`config.mk`:
```
export PLATFORM = sky130hd
export DESIGN_NAME = tlik_sqrt_cell
export DESIGN_NICKNAME = d
export VERILOG_FILES = /design/src/rtl/tlik_pkg.sv /design/src/rtl/tlik_sqrt_cell.sv
export SDC_FILE = /design/constraint.sdc
export NUM_CORES = 1
export LEC_CHECK = 0
export BUFFER_PORTS_ARGS = -buffer_cell sky130_fd_sc_hd__buf_2
export CELL_PAD_IN_SITES_DETAIL_PLACEMENT = 0
export CELL_PAD_IN_SITES_GLOBAL_PLACEMENT = 1
export CORE_MARGIN = 3
export CORE_UTILIZATION = 37
export CTS_CLUSTER_DIAMETER = 60
export CTS_CLUSTER_SIZE = 16
export DETAILED_ROUTE_END_ITERATION = 12
export PLACE_DENSITY_LB_ADDON = 0.3
export REMOVE_ABC_BUFFERS = 1
export SLEW_MARGIN = 10
export SYNTH_ARGS = -nofsm -noshare
export SYNTH_HDL_FRONTEND = slang
export SYNTH_SLANG_ARGS = --single-unit
```
`constraint.sdc`:
```
create_clock -name clk_i -period 3.1 [get_ports clk_i]
set_clock_uncertainty 0.2 [all_clocks]
set_input_delay 0.155 -clock clk_i [delete_from_list [all_inputs] [get_ports clk_i]]
set_output_delay 0.155 -clock clk_i [all_outputs]
set_load 0.1 [all_outputs]
```
`src/rtl/tlik_pkg.sv`:
```
// Package for the two-link leg IK and PD servo: fixed-point widths, pipeline
// cell record types, request/result payloads and the CORDIC arctangent table.
// No dependencies.
package tlik_pkg;

  localparam int ANGLE_FRAC_BITS = 13;
  localparam int CORDIC_STEPS    = 16;
  localparam int GOAL_SHIFT      = 30 - ANGLE_FRAC_BITS;
  localparam int RATE_SHIFT      = ANGLE_FRAC_BITS - 10;

  localparam int SQ_RAD_W  = 64;
  localparam int SQ_REM_W  = 33;
  localparam int SQ_ROOT_W = 32;
  localparam int SQRT_CELLS = SQ_ROOT_W;

  localparam int DV_DVD_W = 31;
  localparam int DV_REM_W = 32;
  localparam int DIV_CELLS = DV_DVD_W;

  localparam int CW = 34;
  localparam int STEP_W = 5;

  localparam int CFG_IDX_W  = 3;
  localparam int CFG_DATA_W = 16;

  localparam logic [CW-1:0] Q30_HALF_PI = 34'd1686629713;
  localparam logic [CW-1:0] Q30_ONE_57  = 34'd1685774664;
  localparam logic [30:0]   Q30_ONE     = 31'h4000_0000;

  localparam int LANE_PHI  = 0;
  localparam int LANE_PSI  = 1;
  localparam int LANE_KNEE = 2;
  localparam int LANES     = 3;

  typedef enum logic [CFG_IDX_W-1:0] {
    REG_HIP_P_GAIN,
    REG_KNEE_P_GAIN,
    REG_HIP_D_GAIN,
    REG_KNEE_D_GAIN,
    REG_TORQUE_LIMIT,
    REG_LINK_LENGTH
  } cfg_reg_e;

  typedef struct packed {
    logic signed [15:0] target_x;
    logic signed [15:0] target_z;
    logic signed [15:0] hip_angle;
    logic signed [15:0] knee_angle;
    logic signed [15:0] hip_rate;
    logic signed [15:0] knee_rate;
  } req_t;

  typedef struct packed {
    logic signed [15:0] hip_torque;
    logic signed [15:0] knee_torque;
    logic signed [15:0] hip_goal_angle;
    logic signed [15:0] knee_goal_angle;
    logic               unreachable;
    logic [1:0]         clamped_mask;
  } rsp_t;

  typedef struct packed {
    logic [SQ_RAD_W-1:0]  rad;
    logic [SQ_REM_W-1:0]  rem;
    logic [SQ_ROOT_W-1:0] root;
  } sqrt_t;

  typedef struct packed {
    logic [DV_DVD_W-1:0] dvd;
    logic [DV_REM_W-1:0] rem;
    logic [DV_DVD_W-1:0] q;
    logic [DV_REM_W-1:0] dvs;
    logic                ovf;
  } div_t;

  typedef struct packed {
    logic signed [CW-1:0] x;
    logic signed [CW-1:0] y;
    logic signed [CW-1:0] z;
  } cordic_t;

  function automatic logic [31:0] atan_q30(input logic [STEP_W-1:0] i);
    logic [31:0] v;
    case (i)
      5'd0:  v = 32'h3243F6A8;
      5'd1:  v = 32'h1DAC6705;
      5'd2:  v = 32'h0FADBAFC;
      5'd3:  v = 32'h07F56EA6;
      5'd4:  v = 32'h03FEAB76;
      5'd5:  v = 32'h01FFD55B;
      5'd6:  v = 32'h00FFFAAA;
      5'd7:  v = 32'h007FFF55;
      5'd8:  v = 32'h003FFFEA;
      5'd9:  v = 32'h001FFFFD;
      5'd10: v = 32'h000FFFFF;
      5'd11: v = 32'h0007FFFF;
      5'd12: v = 32'h0003FFFF;
      5'd13: v = 32'h0001FFFF;
      5'd14: v = 32'h0000FFFF;
      5'd15: v = 32'h00007FFF;
      5'd16: v = 32'h00003FFF;
      5'd17: v = 32'h00001FFF;
      5'd18: v = 32'h00000FFF;
      5'd19: v = 32'h000007FF;
      5'd20: v = 32'h000003FF;
      5'd21: v = 32'h000001FF;
      5'd22: v = 32'h000000FF;
      5'd23: v = 32'h0000007F;
      default: v = 32'h0;
    endcase
    return v;
  endfunction

endpackage

```
`src/rtl/tlik_sqrt_cell.sv`:
```
// Square root cell: resolves one root bit per cycle while enabled, restoring form.
// Depends on tlik_pkg.
module tlik_sqrt_cell (
  input  logic            clk_i,
  input  logic            en_i,
  input  tlik_pkg::sqrt_t d_i,
  output tlik_pkg::sqrt_t d_o
);
  import tlik_pkg::*;

  logic [SQ_REM_W+1:0] cur;
  logic [SQ_REM_W+1:0] trial;
  logic                ge;
  sqrt_t               d_d;
  sqrt_t               d_q;

  always_comb begin
    cur      = {d_i.rem, d_i.rad[SQ_RAD_W-1 -: 2]};
    trial    = {{(SQ_REM_W-SQ_ROOT_W){1'b0}}, d_i.root, 2'b01};
    ge       = cur >= trial;
    d_d.rad  = {d_i.rad[SQ_RAD_W-3:0], 2'b00};
    d_d.rem  = ge ? SQ_REM_W'(cur - trial) : cur[SQ_REM_W-1:0];
    d_d.root = {d_i.root[SQ_ROOT_W-2:0], ge};
  end

  always_ff @(posedge clk_i) begin
    if (en_i) begin
      d_q <= d_d;
    end
  end

  assign d_o = d_q;
endmodule

```
==> metrics.cfg <==
[sta]
period_share=0.959
tightest_slew_ps=623
final.setup.tns_ps=0
maxSlewViolCount=0
finalSetupViolCount=0
hold_ws_ps=48.6
timing.fmax_mhz=336
hold_violations=0
period_needed_ps=2970
worst_slack_ps=126
slew-limit-headroom=0.584

[worst_setup_path]
max_stage_delay_ps=520
path_common_cell=inv_1
crit_buf_inv=5
end_kind=flop
cp_top_family=buffers and inverters
arrival_ps=2940
crit_fanout=6
path_cells=dlygate4sd3_1 > buf_2 > inv_1 > ha_1 > nand4_1 > nor4_2 > buf_4 > nand2_1 > o31a_1 > inv_1 > a31oi_2 > o21ai_4 > mux2_2
slowest_stage=dlygate4sd3_1
path_class=in -> reg
startpoint_type=input pin
required_ps=3060

[layout]
layout-drive-gt1-share=0.383
fin_cells=1145
diodes=0
fillCellCount=1333
seq_area_mm2=0.00381
multiInputGateArea_mm2=0.00214
largest_register_ffs=127
synthToLayoutAreaGrowth_pct=61.1
nets=1081

[logic_synthesis]
avgSynthCellArea_um2=12.5
yosysWarnings=0
ys.flop_type=edfxtp_1
seq_area_frac_synth=0.625
netlist_instances=488
synth_top_cell_area_share=0.625
synth_seq_cells=127
synthArstFlopShare=0
synth.area.top_cells=edfxtp_1 (63%), ha_1 (7.0%), a21oi_1 (4.6%)
synth_edf_count=127
yosys.area.top_type=edfxtp_1
netlist_area_mm2=0.00610
yosys.cell_types.count=48

[clock_network]
cts_tree=done
cts_root_buf=clkbuf_16
cts.clk_slew.worst_paths_ps=60
clock_path_buffers=2
cts.sinks=127
htree_levels=4
cts_buffers=17

[floorplan]
core.rowCount=46
core-area_mm2=0.0160
ios=260
die-area_mm2=0.0181
start_util=0.381
die_y_um=134
die_w_um=134

[detailed_routing]
routedWlPerCell_um=17.2
finalWirelength_um=19700
route.detailed.drc=0
dr_total_vias=5457
first_iter_violations=188
routed_via_density=4.77
drt-pass1-iter-count=4
ant_nets=0

[grt]
grt_util_all_layers=0.214
grt_max_degree=62
first_global_vias=5694
overflow=0
antenna_found_initial=2
grt_pass1_wl_um=30000

[min_path]
hold_path.class=in -> reg
whs_endpoint=d_o[26]
hold_depth=1
min-delay-start=en_i

[placed_design]
placed_cells=982
place.port_buffers=257
dp_hpwl_um=13300
routabilityCongestion=0.806
place_ws_ps=-188

[status]
status=completed

[power]
ir_worst_vdd_uv=394
p_leak_nw=4.33
power_density_mw_per_mm2=650

[job]
cap_violations=0

## layout by cell type (no fill, tap or decap), types with 3 or more instances in the layout
cell type and count:
a221o_1 3, clkinv_4 4, nand2_1 28, nand2b_1 4, a21oi_1 52, clkinvlp_4 3, buf_4 40, and3_1 3
mux2_2 7, nor2_1 42, o21ai_0 19, o21ai_4 3, edfxtp_1 127, nor3_1 5, inv_1 39, ha_1 30
o21bai_1 6, a31oi_1 4, dlygate4sd3_1 126, buf_2 256, a21oi_2 6, nand3_1 8, o21a_1 8, ha_2 3
a21o_1 9, nand4_1 6, xnor2_1 19, a211oi_1 3, clkbuf_16 17, xor2_1 9
## power by group
group | internal (mW) | switching [mW] | leakage [nW]
Clock | 1.19 | 0.785 | 0.281
Combinational | 0.541 | 1.72 | 2.81
Sequential | 2.10 | 0.0496 | 1.24
## cell type report
class                      count  area share
inverter                      39      0.0149
timing repair buffer         424       0.292
clock buffer                  17      0.0433
tap                          216      0.0275
clock inverter                15      0.0166
multi-input combinational    307       0.218
sequential                   127       0.388
## stage by stage
step                       util  power [mW]  instance area [um2]
after floorplan               -        3.82                 6000
after detailed placement  0.491        4.27                 7860
after CTS                 0.607        6.40                 9710
after global placement    0.491        4.26                 7860
final                     0.614        6.39                 9830
after global routing      0.614        6.63                 9830
## per-layer routing
layer,part of all wire,GRT usage,up-vias
met3,0.069,0.0664,32
met1,0.41,0.246,2551
met5,0.0013,0,-
met2,0.50,0.380,204
li1,-,-,2666
met4,0.018,0.0718,4
## kinds of logic (layout without fill, tap and decap cells)
| family | count (synthesis) | count (layout) | synth area share |
|---|---|---|---|
| AO/OA/AOI/OAI | 131 | 133 | 0.136 |
| AND/OR/NAND/NOR | 103 | 103 | 0.0753 |
| buffers and inverters | 57 | 495 | 0.0404 |
| XOR/XNOR | 28 | 28 | 0.0402 |
| adder cells (fa/ha/maj) | 34 | 34 | 0.0697 |
| other | 1 | 2 | 0.000615 |
| flip-flops | 127 | 127 | 0.625 |
| multiplexers | 7 | 7 | 0.0129 |
## cell usage after synthesis, types with 9 or more instances
cell      number
a21o_1         9
inv_1         39
xnor2_1       19
o21ai_0       20
ha_1          34
edfxtp_1     127
nor2_1        42
xor2_1         9
a21oi_1       56
nand2_1       28
## worst max path at each step
| stage | startpoint | end | cells after the start |
|---|---|---|---|
| 2_1_floorplan | d_i[5] | d_o[38] | 10 |
| 5_1_grt | d_i[26] | d_o[38] | 13 |
| 3_3_place_gp | d_i[1] | d_o[62] | 13 |
| 3_5_place_dp | d_i[8] | d_o[55] | 11 |
| 4_1_cts | d_i[19] | d_o[55] | 13 |
| 6_report | d_i[26] | d_o[55] | 13 |
## repair_timing
action / in CTS / in global routing
hold buffers: 126 / 0
setup buffers: 0 / 3
gates resized for setup: 0 / 16
hold endpoints to repair: 126 / 0
endpoints found under the setup margin: 0 / 33
(Power assumes the default switching activity.)
