[src/rtl/tlik_pkg.sv]
// Package for the two-link leg IK and PD servo: fixed-point widths, pipeline
// cell record types, request/result payloads and the CORDIC arctangent table.
// No dependencies.
package tlik_pkg;

  localparam int ANGLE_FRAC_BITS = 13;
  localparam int CORDIC_STEPS    = 16;
  localparam int GOAL_SHIFT      = 30 - ANGLE_FRAC_BITS;
  localparam int RATE_SHIFT      = ANGLE_FRAC_BITS - 10;

  localparam int SQ_RAD_W  = 64;
  localparam int SQ_REM_W  = 33;
  localparam int SQ_ROOT_W = 32;
  localparam int SQRT_CELLS = SQ_ROOT_W;

  localparam int DV_DVD_W = 31;
  localparam int DV_REM_W = 32;
  localparam int DIV_CELLS = DV_DVD_W;

  localparam int CW = 34;
  localparam int STEP_W = 5;

  localparam int CFG_IDX_W  = 3;
  localparam int CFG_DATA_W = 16;

  localparam logic [CW-1:0] Q30_HALF_PI = 34'd1686629713;
  localparam logic [CW-1:0] Q30_ONE_57  = 34'd1685774664;
  localparam logic [30:0]   Q30_ONE     = 31'h4000_0000;

  localparam int LANE_PHI  = 0;
  localparam int LANE_PSI  = 1;
  localparam int LANE_KNEE = 2;
  localparam int LANES     = 3;

  typedef enum logic [CFG_IDX_W-1:0] {
    REG_HIP_P_GAIN,
    REG_KNEE_P_GAIN,
    REG_HIP_D_GAIN,
    REG_KNEE_D_GAIN,
    REG_TORQUE_LIMIT,
    REG_LINK_LENGTH
  } cfg_reg_e;

  typedef struct packed {
    logic signed [15:0] target_x;
    logic signed [15:0] target_z;
    logic signed [15:0] hip_angle;
    logic signed [15:0] knee_angle;
    logic signed [15:0] hip_rate;
    logic signed [15:0] knee_rate;
  } req_t;

  typedef struct packed {
    logic signed [15:0] hip_torque;
    logic signed [15:0] knee_torque;
    logic signed [15:0] hip_goal_angle;
    logic signed [15:0] knee_goal_angle;
    logic               unreachable;
    logic [1:0]         clamped_mask;
  } rsp_t;

  typedef struct packed {
    logic [SQ_RAD_W-1:0]  rad;
    logic [SQ_REM_W-1:0]  rem;
    logic [SQ_ROOT_W-1:0] root;
  } sqrt_t;

  typedef struct packed {
    logic [DV_DVD_W-1:0] dvd;
    logic [DV_REM_W-1:0] rem;
    logic [DV_DVD_W-1:0] q;
    logic [DV_REM_W-1:0] dvs;
    logic                ovf;
  } div_t;

  typedef struct packed {
    logic signed [CW-1:0] x;
    logic signed [CW-1:0] y;
    logic signed [CW-1:0] z;
  } cordic_t;

  function automatic logic [31:0] atan_q30(input logic [STEP_W-1:0] i);
    logic [31:0] v;
    case (i)
      5'd0:  v = 32'h3243F6A8;
      5'd1:  v = 32'h1DAC6705;
      5'd2:  v = 32'h0FADBAFC;
      5'd3:  v = 32'h07F56EA6;
      5'd4:  v = 32'h03FEAB76;
      5'd5:  v = 32'h01FFD55B;
      5'd6:  v = 32'h00FFFAAA;
      5'd7:  v = 32'h007FFF55;
      5'd8:  v = 32'h003FFFEA;
      5'd9:  v = 32'h001FFFFD;
      5'd10: v = 32'h000FFFFF;
      5'd11: v = 32'h0007FFFF;
      5'd12: v = 32'h0003FFFF;
      5'd13: v = 32'h0001FFFF;
      5'd14: v = 32'h0000FFFF;
      5'd15: v = 32'h00007FFF;
      5'd16: v = 32'h00003FFF;
      5'd17: v = 32'h00001FFF;
      5'd18: v = 32'h00000FFF;
      5'd19: v = 32'h000007FF;
      5'd20: v = 32'h000003FF;
      5'd21: v = 32'h000001FF;
      5'd22: v = 32'h000000FF;
      5'd23: v = 32'h0000007F;
      default: v = 32'h0;
    endcase
    return v;
  endfunction

endpackage

[src/rtl/tlik_cordic_cell.sv]
// Vectoring CORDIC cell: one micro-rotation per cycle while enabled, angle accumulated in Q30.
// Depends on tlik_pkg (record type and arctangent table).
module tlik_cordic_cell (
  input  logic                        clk_i,
  input  logic                        en_i,
  input  logic [tlik_pkg::STEP_W-1:0] step_i,
  input  tlik_pkg::cordic_t           d_i,
  output tlik_pkg::cordic_t           d_o
);
  import tlik_pkg::*;

  logic signed [CW-1:0] xs;
  logic signed [CW-1:0] ys;
  logic signed [CW-1:0] at;
  logic                 ypos;
  cordic_t              d_d;
  cordic_t              d_q;

  always_comb begin
    xs   = $signed(d_i.x) >>> step_i;
    ys   = $signed(d_i.y) >>> step_i;
    at   = $signed({{(CW-32){1'b0}}, atan_q30(step_i)});
    ypos = !d_i.y[CW-1] && (d_i.y != '0);
    if (ypos) begin
      d_d.x = d_i.x + ys;
      d_d.y = d_i.y - xs;
      d_d.z = d_i.z + at;
    end else begin
      d_d.x = d_i.x - ys;
      d_d.y = d_i.y + xs;
      d_d.z = d_i.z - at;
    end
  end

  always_ff @(posedge clk_i) begin
    if (en_i) begin
      d_q <= d_d;
    end
  end

  assign d_o = d_q;
endmodule
[config.mk]
export PLATFORM = sky130hd
export DESIGN_NAME = tlik_cordic_cell
export DESIGN_NICKNAME = d
export VERILOG_FILES = /design/src/rtl/tlik_pkg.sv /design/src/rtl/tlik_cordic_cell.sv
export SDC_FILE = /design/constraint.sdc
export NUM_CORES = 1
export LEC_CHECK = 0
export BUFFER_PORTS_ARGS = -buffer_cell sky130_fd_sc_hd__buf_2
export CAP_MARGIN = 20
export CELL_PAD_IN_SITES_DETAIL_PLACEMENT = 0
export CELL_PAD_IN_SITES_GLOBAL_PLACEMENT = 1
export CORE_MARGIN = 2
export CORE_UTILIZATION = 46
export DETAILED_ROUTE_END_ITERATION = 12
export MAX_ROUTING_LAYER = met4
export PLACE_DENSITY = 0.93
export SETUP_SLACK_MARGIN = 0.4
export SYNTH_ARGS = -nofsm -noshare
export SYNTH_HDL_FRONTEND = slang
export SYNTH_SLANG_ARGS = --single-unit
[constraint.sdc]
create_clock -name clk_i -period 8.1 [get_ports clk_i]
set_input_delay 0.81 -clock clk_i [delete_from_list [all_inputs] [get_ports clk_i]]
set_output_delay 0.81 -clock clk_i [all_outputs]
set_load 0.01 [all_outputs]
==> results.md <==
* Status: completed
* Floorplan row count at 67
* Initial drt markers at 1723
* Max H-tree Level at 3
* Placed wire-length estimate at 43600 um
* Vias/cell at 6.50
* Max clock buf depth at 2
* Post-CTS Setup Inserts at 0
* Overall Global Routing Usage at about a third
* Post-synth ARST share at 0%
* CP startpoint: step_i[0]
* Die Wd at 188 um
* Final Slew Violations at 0
* Req. time, crit path at roughly 8 ns
* Largest register FFs at 102
* Drt drc at 0
* Avg Cell Area, Syn at around 9 sq um
* Final Critical Period at ~7.0 ns
* Critical Path AT at 7.17 ns
* Setup_tns at 0 ns
* Yosys reg bits at just over 100
* Final hold vios at 0
* Final WS setup at 1.08 ns
* First-pass GRT wire length at between 80000 and 90000 um
* Port buffer count at between 200 and 250
* Fill count at 3220
* Inst Count DP at ~2300
* Post-CTS sizing at 0
* Commonest non-fill, non-tap cells in the layout: 206 x buf_2, 154 x a21oi_1, 127 x nand2_1
* Number of global-route vias before repair at around 15000
* Post-Synthesis Cells at 1721
* Placer congestion estimate at 1.02
* Die height at 188 um
* Hold Startpoint: d_i[0]
* Via count at approximately 15000
* Worst Max-Slew Pin Slew at ~1.0 ns
* Top post-synthesis cells by area: edfxtp_1 20%, mux4_2 12%, ha_1 8.9%, xnor2_1 6.9%, a21oi_1 5.0%
* Clock root cell: clkbuf_16
* RSZ-0062 raised after global routing: false
* Pre-CTS WS at between 0.7 and 0.8 ns
* Fraction of layout cells with a size suffix above 1 at 22.6%
* Area grow syn2layout at 12.0%
* Final setup fails at 0
* Post-synth EDFFs at about 100
* CTS tree: yes
* I/O Pins at 211
* Register area share after synthesis at between 10% and 20%
* DR pass1 iterations at 6
* CP max FO at 65
* Top Metal Used: met4
* Largest net degree at the start of global routing at 66
* Ys flop type: edfxtp_1
* Leak at approximately 0.0072 uW
* CP Capture Type: flip-flop
* Cell area power density at ~180 mW/mm^2
* Final std cells w/o fill at 2346
* Post-synth cell types at 95
* DRT met1 WL at 22500 um
* Ys Warns at 0
* Worst setup SP type: primary input
* Post-CTS Hold Buffers at 0
* TritonCTS Buffers at 9
* Effective utilization at floorplan at between 40 and 50%
* Final nets at between 2000 and 2500
* Initial antenna violation count at 0
* Max_cap viols at 0
* Synth area leader: edfxtp_1
* Max rail drop VDD at 127 uV
* Kind of critical path: in -> reg
* Relative slew slack at about 30%
* N_diodes at 0
* Core area at 0.0334 sq mm
* Max Freq at 142 MHz
* GR Overflow Total at 0
* Die ar. at roughly 0.035 sq mm
* DR WL met3 at approximately 4900 um
* Metal2 WL at 25100 um
* Antenna-violating nets left at 0
* Reg clk slew, reported paths at 0.08 ns
* Clock sinks at 102
* Wire length per cell at around 24 um
* Most common cell after layout, fill and taps aside: buf_2
* Routed WL at 55700 um
* Mapped Area at 0.0155 sq mm
* Fin crit share at 86.7%
* Top cell type's share of synthesized area at 19.7%
* Worst Hold Class: in -> reg
* Mapped Nets at between 1500 and 2000
* Hold Slack at 0.750 ns
power by group:
group,internal (uW),switching (uW),total (uW)
logic,730,1020,1750
registers,789,35.1,824
clock network,272,216,488
total,1790,1270,3060
per-layer routing:
metal	track usage, %	up-vias
met5	-	-
met4	17.4	0
met3	6.01	172
met2	49.2	878
met1	38.9	7222
li1	-	6966
Yosys cell counts, types with 18 or more instances:
library cell	count
a21oi_1	154
nand2_1	127
xnor2_1	122
nor2_1	120
ha_1	110
o21ai_0	110
edfxtp_1	102
mux4_2	82
mux2i_1	64
a21o_1	58
inv_1	50
xor2_1	50
clkbuf_1	48
mux2_2	31
nand3_1	28
nor3_1	28
nand2b_1	27
buf_2	23
a31oi_1	19
nor2b_1	19
o21a_1	18
critical path, cell delays in order:
cell and delay [ns]:
buf_6 0.47, buf_4 0.39, mux4_2 0.55, mux2i_1 0.18, mux4_2 0.30, nor4b_1 0.51
nand4_1 0.33, nor4b_2 0.43, and2b_1 0.32, a21oi_1 0.12, xnor2_1 0.17, ha_1 0.36
a21o_1 0.19, a21o_1 0.18, a21o_1 0.18, a21o_1 0.17, a21oi_1 0.13, o31ai_1 0.14
a311oi_1 0.53, o31a_1 0.29, nor3_1 0.07, or3_1 0.33
per-stage QoR:
step           util [%]  area, sq um  total power [uW]
5_1_grt            52.2        17400              3240
2_1_floorplan         -        15500              2020
3_3_place_gp       51.2        17100              2530
4_1_cts            52.2        17400              3050
3_5_place_dp       51.2        17100              2550
6_report           52.2        17400              3060
worst paths after layout:
path	to	slack [ns]	cells past startpoint
setup / recovery	d_o[66]$_DFFE_PP_	1.08	22
hold / removal	d_o[0]$_DFFE_PP_	0.75	2
cells by family after synthesis:
| group | Yosys count | synth area share [%] |
|---|---|---|
| AOI/OAI and AO/OA | 554 | 23.3 |
| xor gates and xnor gates | 173 | 9.80 |
| adders and majority gates | 113 | 9.24 |
| buffers and inverters | 152 | 4.45 |
| DFF | 102 | 19.7 |
| muxes | 186 | 19.4 |
| and+or+nand+nor | 441 | 14.0 |
final cells by class:
cell class / instances / area, sq um / area share, %
clock inverters: 7 / 96.3 / 0.554
multi-input cells: 1467 / 11800 / 67.8
clock buffers: 9 / 225 / 1.29
well taps: 448 / 561 / 3.22
inverters: 53 / 199 / 1.14
flip-flops and latches: 102 / 3060 / 17.6
repair buffers: 260 / 1450 / 8.35
Power figures use the tool's default switching activity.
