===== src/rtl/tlik_pkg.sv =====
// Package for the two-link leg IK and PD servo: fixed-point widths, pipeline
// cell record types, request/result payloads and the CORDIC arctangent table.
// No dependencies.
package tlik_pkg;

  localparam int ANGLE_FRAC_BITS = 13;
  localparam int CORDIC_STEPS    = 16;
  localparam int GOAL_SHIFT      = 30 - ANGLE_FRAC_BITS;
  localparam int RATE_SHIFT      = ANGLE_FRAC_BITS - 10;

  localparam int SQ_RAD_W  = 64;
  localparam int SQ_REM_W  = 33;
  localparam int SQ_ROOT_W = 32;
  localparam int SQRT_CELLS = SQ_ROOT_W;

  localparam int DV_DVD_W = 31;
  localparam int DV_REM_W = 32;
  localparam int DIV_CELLS = DV_DVD_W;

  localparam int CW = 34;
  localparam int STEP_W = 5;

  localparam int CFG_IDX_W  = 3;
  localparam int CFG_DATA_W = 16;

  localparam logic [CW-1:0] Q30_HALF_PI = 34'd1686629713;
  localparam logic [CW-1:0] Q30_ONE_57  = 34'd1685774664;
  localparam logic [30:0]   Q30_ONE     = 31'h4000_0000;

  localparam int LANE_PHI  = 0;
  localparam int LANE_PSI  = 1;
  localparam int LANE_KNEE = 2;
  localparam int LANES     = 3;

  typedef enum logic [CFG_IDX_W-1:0] {
    REG_HIP_P_GAIN,
    REG_KNEE_P_GAIN,
    REG_HIP_D_GAIN,
    REG_KNEE_D_GAIN,
    REG_TORQUE_LIMIT,
    REG_LINK_LENGTH
  } cfg_reg_e;

  typedef struct packed {
    logic signed [15:0] target_x;
    logic signed [15:0] target_z;
    logic signed [15:0] hip_angle;
    logic signed [15:0] knee_angle;
    logic signed [15:0] hip_rate;
    logic signed [15:0] knee_rate;
  } req_t;

  typedef struct packed {
    logic signed [15:0] hip_torque;
    logic signed [15:0] knee_torque;
    logic signed [15:0] hip_goal_angle;
    logic signed [15:0] knee_goal_angle;
    logic               unreachable;
    logic [1:0]         clamped_mask;
  } rsp_t;

  typedef struct packed {
    logic [SQ_RAD_W-1:0]  rad;
    logic [SQ_REM_W-1:0]  rem;
    logic [SQ_ROOT_W-1:0] root;
  } sqrt_t;

  typedef struct packed {
    logic [DV_DVD_W-1:0] dvd;
    logic [DV_REM_W-1:0] rem;
    logic [DV_DVD_W-1:0] q;
    logic [DV_REM_W-1:0] dvs;
    logic                ovf;
  } div_t;

  typedef struct packed {
    logic signed [CW-1:0] x;
    logic signed [CW-1:0] y;
    logic signed [CW-1:0] z;
  } cordic_t;

  function automatic logic [31:0] atan_q30(input logic [STEP_W-1:0] i);
    logic [31:0] v;
    case (i)
      5'd0:  v = 32'h3243F6A8;
      5'd1:  v = 32'h1DAC6705;
      5'd2:  v = 32'h0FADBAFC;
      5'd3:  v = 32'h07F56EA6;
      5'd4:  v = 32'h03FEAB76;
      5'd5:  v = 32'h01FFD55B;
      5'd6:  v = 32'h00FFFAAA;
      5'd7:  v = 32'h007FFF55;
      5'd8:  v = 32'h003FFFEA;
      5'd9:  v = 32'h001FFFFD;
      5'd10: v = 32'h000FFFFF;
      5'd11: v = 32'h0007FFFF;
      5'd12: v = 32'h0003FFFF;
      5'd13: v = 32'h0001FFFF;
      5'd14: v = 32'h0000FFFF;
      5'd15: v = 32'h00007FFF;
      5'd16: v = 32'h00003FFF;
      5'd17: v = 32'h00001FFF;
      5'd18: v = 32'h00000FFF;
      5'd19: v = 32'h000007FF;
      5'd20: v = 32'h000003FF;
      5'd21: v = 32'h000001FF;
      5'd22: v = 32'h000000FF;
      5'd23: v = 32'h0000007F;
      default: v = 32'h0;
    endcase
    return v;
  endfunction

endpackage


===== src/rtl/tlik_div_cell.sv =====
// Divider cell: resolves one quotient bit per cycle while enabled, restoring form.
// Depends on tlik_pkg.
module tlik_div_cell (
  input  logic           clk_i,
  input  logic           en_i,
  input  tlik_pkg::div_t d_i,
  output tlik_pkg::div_t d_o
);
  import tlik_pkg::*;

  logic [DV_REM_W:0] cur;
  logic [DV_REM_W:0] dvs_x;
  logic              ge;
  div_t              d_d;
  div_t              d_q;

  always_comb begin
    cur     = {d_i.rem, d_i.dvd[DV_DVD_W-1]};
    dvs_x   = {1'b0, d_i.dvs};
    ge      = cur >= dvs_x;
    d_d.dvd = {d_i.dvd[DV_DVD_W-2:0], 1'b0};
    d_d.rem = ge ? DV_REM_W'(cur - dvs_x) : cur[DV_REM_W-1:0];
    d_d.q   = {d_i.q[DV_DVD_W-2:0], ge};
    d_d.dvs = d_i.dvs;
    d_d.ovf = d_i.ovf;
  end

  always_ff @(posedge clk_i) begin
    if (en_i) begin
      d_q <= d_d;
    end
  end

  assign d_o = d_q;
endmodule


===== config.mk =====
export PLATFORM = sky130hd
export DESIGN_NAME = tlik_div_cell
export DESIGN_NICKNAME = d
export VERILOG_FILES = /design/src/rtl/tlik_pkg.sv /design/src/rtl/tlik_div_cell.sv
export SDC_FILE = /design/constraint.sdc
export NUM_CORES = 1
export LEC_CHECK = 0
export BUFFER_PORTS_ARGS = -buffer_cell sky130_fd_sc_hd__clkbuf_2
export CAP_MARGIN = 10
export CORE_ASPECT_RATIO = 1.25
export CORE_MARGIN = 4
export CORE_UTILIZATION = 52
export CTS_BUF_LIST = sky130_fd_sc_hd__clkbuf_16
export DETAILED_ROUTE_END_ITERATION = 12
export PLACE_DENSITY = 0.83
export SLEW_MARGIN = 20
export SYNTH_ARGS = -nofsm -noshare
export SYNTH_HDL_FRONTEND = slang
export SYNTH_SLANG_ARGS = --single-unit

===== constraint.sdc =====
create_clock -name clk_i -period 4.8 [get_ports clk_i]
set_input_delay 0.24 -clock clk_i [delete_from_list [all_inputs] [get_ports clk_i]]
set_output_delay 0.24 -clock clk_i [all_outputs]
set_load 0.03 [all_outputs]

==> summary.txt, run 1 <==
GRT
  • Initial antenna violation count: 1
  • All-Layer GR Usage: approximately a quarter
  • Vias in the first global route: 5103
  • Largest net degree at the start of global routing: 62
  • Global-route wire length before repair: 27620 microns
  • GRT overflow: 0

Timing
  • Worst Max-Slew Pin Slew: 0.9054 ns
  • Final setup violating endpoints: 0
  • Final hold viol count: 0
  • Hold WS: roughly 0.006 ns
  • Setup TNS: 0 ns
  • Fin crit share: 67.88%
  • Relative slew slack: 39.64%
  • Slew Limit Fails: 0
  • RSZ-0062 raised after global routing: false
  • Minimum clock period: 3.258 ns
  • F_max: ~310 MHz

Power
  • Leakage power: 3.833 nW
  • Power consumption: 3.473 mW
  • Peak supply drop: 0.0002420 V
  • Pwr Density: 415.1 mW/mm^2

Cells and area
  • # fillers: about 770
  • Most common cell after layout, fill and taps aside: clkbuf_2
  • Most frequent cells in the layout: 252 x clkbuf_2, 126 x edfxtp_1, 54 x a21oi_1, 46 x inv_1, 37 x nor2_1
  • Max reg flops: 126
  • Area growth, synth to finish: 36.69%
  • Fin util: 72.38%
  • NumNets Final: 937
  • Share of cells above drive strength 1: 38.32%

Clocking
  • CTS-repair resized insts: 0
  • Number of CTS-inserted buffers: 17
  • Sink Count: approximately 130
  • Root buf cell: clkbuf_16
  • Worst-path clk slew: 0.06 ns
  • CTS Buffer Depth: 2
  • CTS tree: built
  • H-tree depth: 4

Critical path
  • Startpoint Class: input port
  • Critical Path RT: between 4 and 5 ns
  • CP endpoint kind: flop
  • CP startpoint: d_i[24]
  • CP max stage cell: o21a_2
  • Critical path's largest stage delay: 0.75 ns
  • Critical setup path kind: in -> reg
  • CP arrival: 3.42 ns
  • Crit Path Max Fanout: 43
  • Crit-path cells: clkbuf_2, inv_1, ha_1, and3_1, nand4_1, nor4b_1, a21o_1, o21a_2, buf_4, mux2_4

Synth
  • Syn Nets: 649
  • Warnings from Yosys: 0
  • Main area contributors after synthesis: edfxtp_1 62%, ha_1 6.5%, a21oi_1 4.4%
  • Share of flip-flops with an asynchronous set or reset: 0%
  • Synthesized area: about 0.006 sq mm
  • #FFs+latches synth: 126
  • Synth cell types: 50
  • Synth top area share: 61.80%
  • Gate count of the mapped netlist: 487
  • Post-synth top flop: edfxtp_1
  • Post-synth EDFFs: ~130
  • Syn_area_per_cell: 12.57 sq um
  • Sequential element share of the synthesized area: between 60% and 70%
  • Yosys top cell by area: edfxtp_1

Routing
  • Initial DRC Count: between 300 and 400
  • WL/cell: 20.51 microns
  • Top sig layer: met4
  • Met1 WL: 6519 microns
  • Drt total wl: about 19000 microns
  • DR vias/cell: roughly 5.4
  • Routed vias: 5035
  • Met3 wire length: 1756 microns
  • DRT Pass-1 Iters: 5
  • Antenna Nets Post-Route: 0
  • Post-route DRC: 0
  • Routed wl met2: 10100 microns

Floorplan
  • Num ports: 256
  • Die Y-Extent: between 100 and 150 microns
  • Die area: roughly 0.014 sq mm
  • Row Count: between 40 and 50
  • Core footprint: around 0.012 sq mm
  • Horiz. Die Dim: 105.1 microns
  • Initial Util: about 53%

Place
  • Routability cong.: 0.9182
  • I/O Buffers: 253
  • Detail Placement HPWL: 12880 microns

Min path
  • HP Class: in -> reg
  • Hold Path Stages: 1
  • Hold endpoint: d_o[113]
  • Hold_sp: d_i[112]

Status
  • Status: finished, final reports clean

Run
  • MaxCap Viol Count: 0
## final cells by class
class,instances,area (sq um),share of cell area (%)
flip-flops and latches,126,3784,45.22
clock inverters,15,161.4,1.929
well taps,138,172.7,2.063
repair buffers,287,1602,19.14
clock buffers,17,425.4,5.084
multi-input cells,297,2048,24.48
inverters,46,172.7,2.063
diodes,1,2.502,0.02990
## critical path: cells and delay by family
family | cells | cell delay, ns
simple gates | 3 | 0.98
mux | 1 | 0.31
buf+inv | 3 | 0.47
compound gates | 2 | 0.98
fa+ha+maj | 1 | 0.41
## cell families (layout without fill, tap and decap cells)
| kind of cell | count (synthesis) | in the layout | synth area share (%) |
|---|---|---|---|
| flops | 126 | 126 | 61.80 |
| other cells | 1 | 2 | 0.06125 |
| fa+ha+maj | 33 | 33 | 6.867 |
| compound gates | 120 | 120 | 11.96 |
| mux | 10 | 10 | 2.289 |
| xor+xnor | 26 | 26 | 3.719 |
| simple gates | 107 | 107 | 8.543 |
| buf+inv | 64 | 365 | 4.762 |
## through the flow
step / cell area (sq um) / worst slack [ns] / instances
6_report: 8368 / 1.542 / 927
5_1_grt: 8368 / 1.290 / 927
4_1_cts: 8255 / 1.611 / 915
3_5_place_dp: 7468 / 1.211 / 863
3_3_place_gp: 7468 / 1.284 / 863
2_1_floorplan: 6122 / 2.192 / 487
## repair_timing
item                      4_1_cts  5_1_grt
setup buffers                   0        0
hold buffers                   20       11
hold endpoints to repair       20       11
## worst max path at each step
stage	cells after the start	end
finish	10	d_o[78]
global route	10	d_o[78]
CTS	10	d_o[78]
detailed placement	10	d_o[78]
global placement	10	d_o[84]
floorplan	11	d_o[68]
## layer usage
layer,track usage (%),vias up
met2,49.19,255
met4,12.51,0
met1,26.55,2366
met5,0,-
li1,-,2368
met3,10.16,46
## cell usage after synthesis, drive strengths merged, types with 10 or more instances
cell type and number:
a21oi 55, buf 12, edfxtp 126, ha 32, inv 46, nand2 24, nor2 37, o21ai 21
xnor2 16, xor2 10
## where the power goes
group	total, mW	switching [mW]	internal, mW
clock network	1.29	0.514	0.773
logic	0.797	0.527	0.271
registers	1.39	0.0396	1.35
Note: power is estimated with default switching activity, not from simulation.
==> run 2: changes to the inputs <==
--- a/config.mk
+++ b/config.mk
@@ -9,10 +9,10 @@
 export CAP_MARGIN = 10
 export CORE_ASPECT_RATIO = 1.25
 export CORE_MARGIN = 4
-export CORE_UTILIZATION = 52
+export CORE_UTILIZATION = 48
 export CTS_BUF_LIST = sky130_fd_sc_hd__clkbuf_16
 export DETAILED_ROUTE_END_ITERATION = 12
-export PLACE_DENSITY = 0.83
+export PLACE_DENSITY = 0.77
 export SLEW_MARGIN = 20
 export SYNTH_ARGS = -nofsm -noshare
 export SYNTH_HDL_FRONTEND = slang
==> constraint.sdc (replaced) <==
create_clock -name clk_i -period 3.3 [get_ports clk_i]
set_input_delay 0.165 -clock clk_i [delete_from_list [all_inputs] [get_ports clk_i]]
set_output_delay 0.165 -clock clk_i [all_outputs]
set_load 0.03 [all_outputs]
==> summary.txt, run 2 (synthesized netlist as in run 1, its figures left out) <==
Min path
  • Hold_sp: d_i[2]
  • HP Class: in -> reg
  • Hold endpoint: d_o[2]
  • Hold Path Stages: 1

Timing
  • Slew Limit Fails: 0
  • Relative slew slack: ~54%
  • Minimum clock period: between 3 and 4 ns
  • F_max: 318.0 MHz
  • Final setup violating endpoints: 0
  • Hold WS: 0.02309 ns
  • Worst Max-Slew Pin Slew: 0.6929 ns
  • Setup TNS: 0 ns
  • Final hold viol count: 0
  • Fin crit share: between 90% and 100%
  • RSZ-0062 raised after global routing: false

Place
  • I/O Buffers: 253
  • Detail Placement HPWL: 12880 microns
  • Placed inst area: roughly 0.0076 sq mm
  • Cell count after placement: roughly 900
  • Routability cong.: between 0.8 and 0.9

Critical path
  • Critical Path RT: 3.47 ns
  • CP endpoint kind: flop
  • Startpoint Class: input port
  • CP max stage cell: dlygate4sd3_1
  • Crit-path cells: dlygate4sd3_1, clkbuf_2, ha_1, fa_1, nor2b_1, o2111ai_1, a21oi_1, o31ai_1, a21oi_2, a211oi_1, xnor2_1, mux2_4
  • Critical path's largest stage delay: around 0.55 ns
  • Critical setup path kind: in -> reg
  • CP arrival: roughly 3.3 ns
  • Crit Path Max Fanout: 7
  • Buffers & Inverters on Critical Path: 2
  • Cell family with most CP delay: compound AO/OA/AOI/OAI gates

Routing
  • Antenna Nets Post-Route: 0
  • WL/cell: 19.88 microns
  • Met1 WL: 7138 microns
  • Met3 wire length: 1920 microns
  • Post-route DRC: 0
  • DR vias/cell: approximately 5.3
  • Top sig layer: met4
  • DRT Pass-1 Iters: 5
  • Drt total wl: 20360 microns
  • Routed vias: between 5000 and 6000
  • Routed wl met2: 10340 microns
  • Initial DRC Count: roughly 380

Power
  • Pwr Density: 564.7 mW/mm^2
  • Sw frac: about 32%
  • Fraction of power consumed by combinational cells: 24.5%
  • Internal cell power: 3.480 mW
  • Leakage power: roughly 4.1 nW
  • Peak supply drop: 0.0003573 V
  • Sequential Power Share: between 30% and 40%
  • Clk network pwr share: 36.3%
  • P_sw: 1.653 mW

GRT
  • Largest net degree at the start of global routing: 56
  • Vias in the first global route: 5679
  • Global-route wire length before repair: between 30000 and 40000 microns
  • All-Layer GR Usage: 27.66%
  • Initial antenna violation count: 1
  • GRT overflow: 0

Floorplan
  • Core footprint: 0.01233 sq mm
  • Row Count: 45
  • Initial Util: 49.65%
  • Horiz. Die Dim: 109.0 microns
  • Die Y-Extent: around 130 microns
  • Die area: 0.01464 sq mm
  • Num ports: 256

Cells and area
  • Area growth, synth to finish: 48.48%
  • NumNets Final: 1007
  • Non-Filler Instances: 1024
  • Most frequent cells in the layout: 252 x clkbuf_2, 126 x edfxtp_1, 92 x dlygate4sd3_1, 54 x a21oi_1, 47 x inv_1
  • Finished layout cell area: 0.009090 sq mm
  • Max reg flops: 126
  • Share of cells above drive strength 1: around 36%
  • Most common cell after layout, fill and taps aside: clkbuf_2

Run
  • MaxCap Viol Count: 0

Status
  • Status: finished, final reports clean

Clocking
  • CTS Buffer Depth: 2
  • Worst-path clk slew: ~0.060 ns
  • Root buf cell: clkbuf_16
  • Number of CTS-inserted buffers: 17
  • H-tree depth: 4
  • CTS tree: built
  • Sink Count: 126
  • Postcts setup bufs: 0
-- run 2: stage by stage --
step,total power [mW],setup WS (ns),utilization (%)
floorplan,2.794,0.7669,-
global placement,3.143,0.3340,61.48
detailed placement,3.167,0.2452,61.48
CTS,5.089,0.09938,73.61
global route,5.311,0.005131,73.70
finish,5.133,0.1552,73.72
-- run 2: worst max path at each step --
stage	startpoint	to	slack, ns	cells past startpoint
3_3_place_gp	d_i[24]	d_o[77]	0.33	10
3_5_place_dp	d_i[24]	d_o[76]	0.25	11
5_1_grt	d_i[24]	d_o[73]	0.005	12
2_1_floorplan	d_i[24]	d_o[68]	0.77	11
4_1_cts	d_i[24]	d_o[76]	0.1	12
6_report	d_i[1]	d_o[94]	0.16	12
-- run 2: final cells by class --
cell class / count / area, sq um
Antenna cell: 2 / 5.005
Fill cell: 753 / 3241
Multi-Input combinational cell: 297 / 2057
Inverter: 46 / 172.7
Tap cell: 164 / 205.2
Timing Repair Buffer: 357 / 2292
Clock inverter: 15 / 148.9
Sequential cell: 126 / 3784
Clock buffer: 17 / 425.4
-- run 2: power groups by stage --
stage,Clock (mW),Sequential [mW],Combinational [mW]
floorplan,0,2.37,0.423
global placement,0,2.03,1.11
detailed placement,0,2.04,1.13
CTS,1.85,2.01,1.23
global route,1.94,2.03,1.34
finish,1.86,2.02,1.26
-- run 2: routing by layer --
| layer | vias up | track usage [%] |
|---|---|---|
| met5 | - | 0 |
| met4 | 0 | 14.25 |
| met3 | 60 | 9.533 |
| met2 | 279 | 48.67 |
| met1 | 2539 | 28.60 |
| li1 | 2517 | - |
-- run 2: what timing repair did --
action | CTS | global route
resized for setup | 0 | 3
endpoints found under the hold margin | 92 | 0
setup endpoints to repair | 0 | 30
hold buffers | 92 | 0
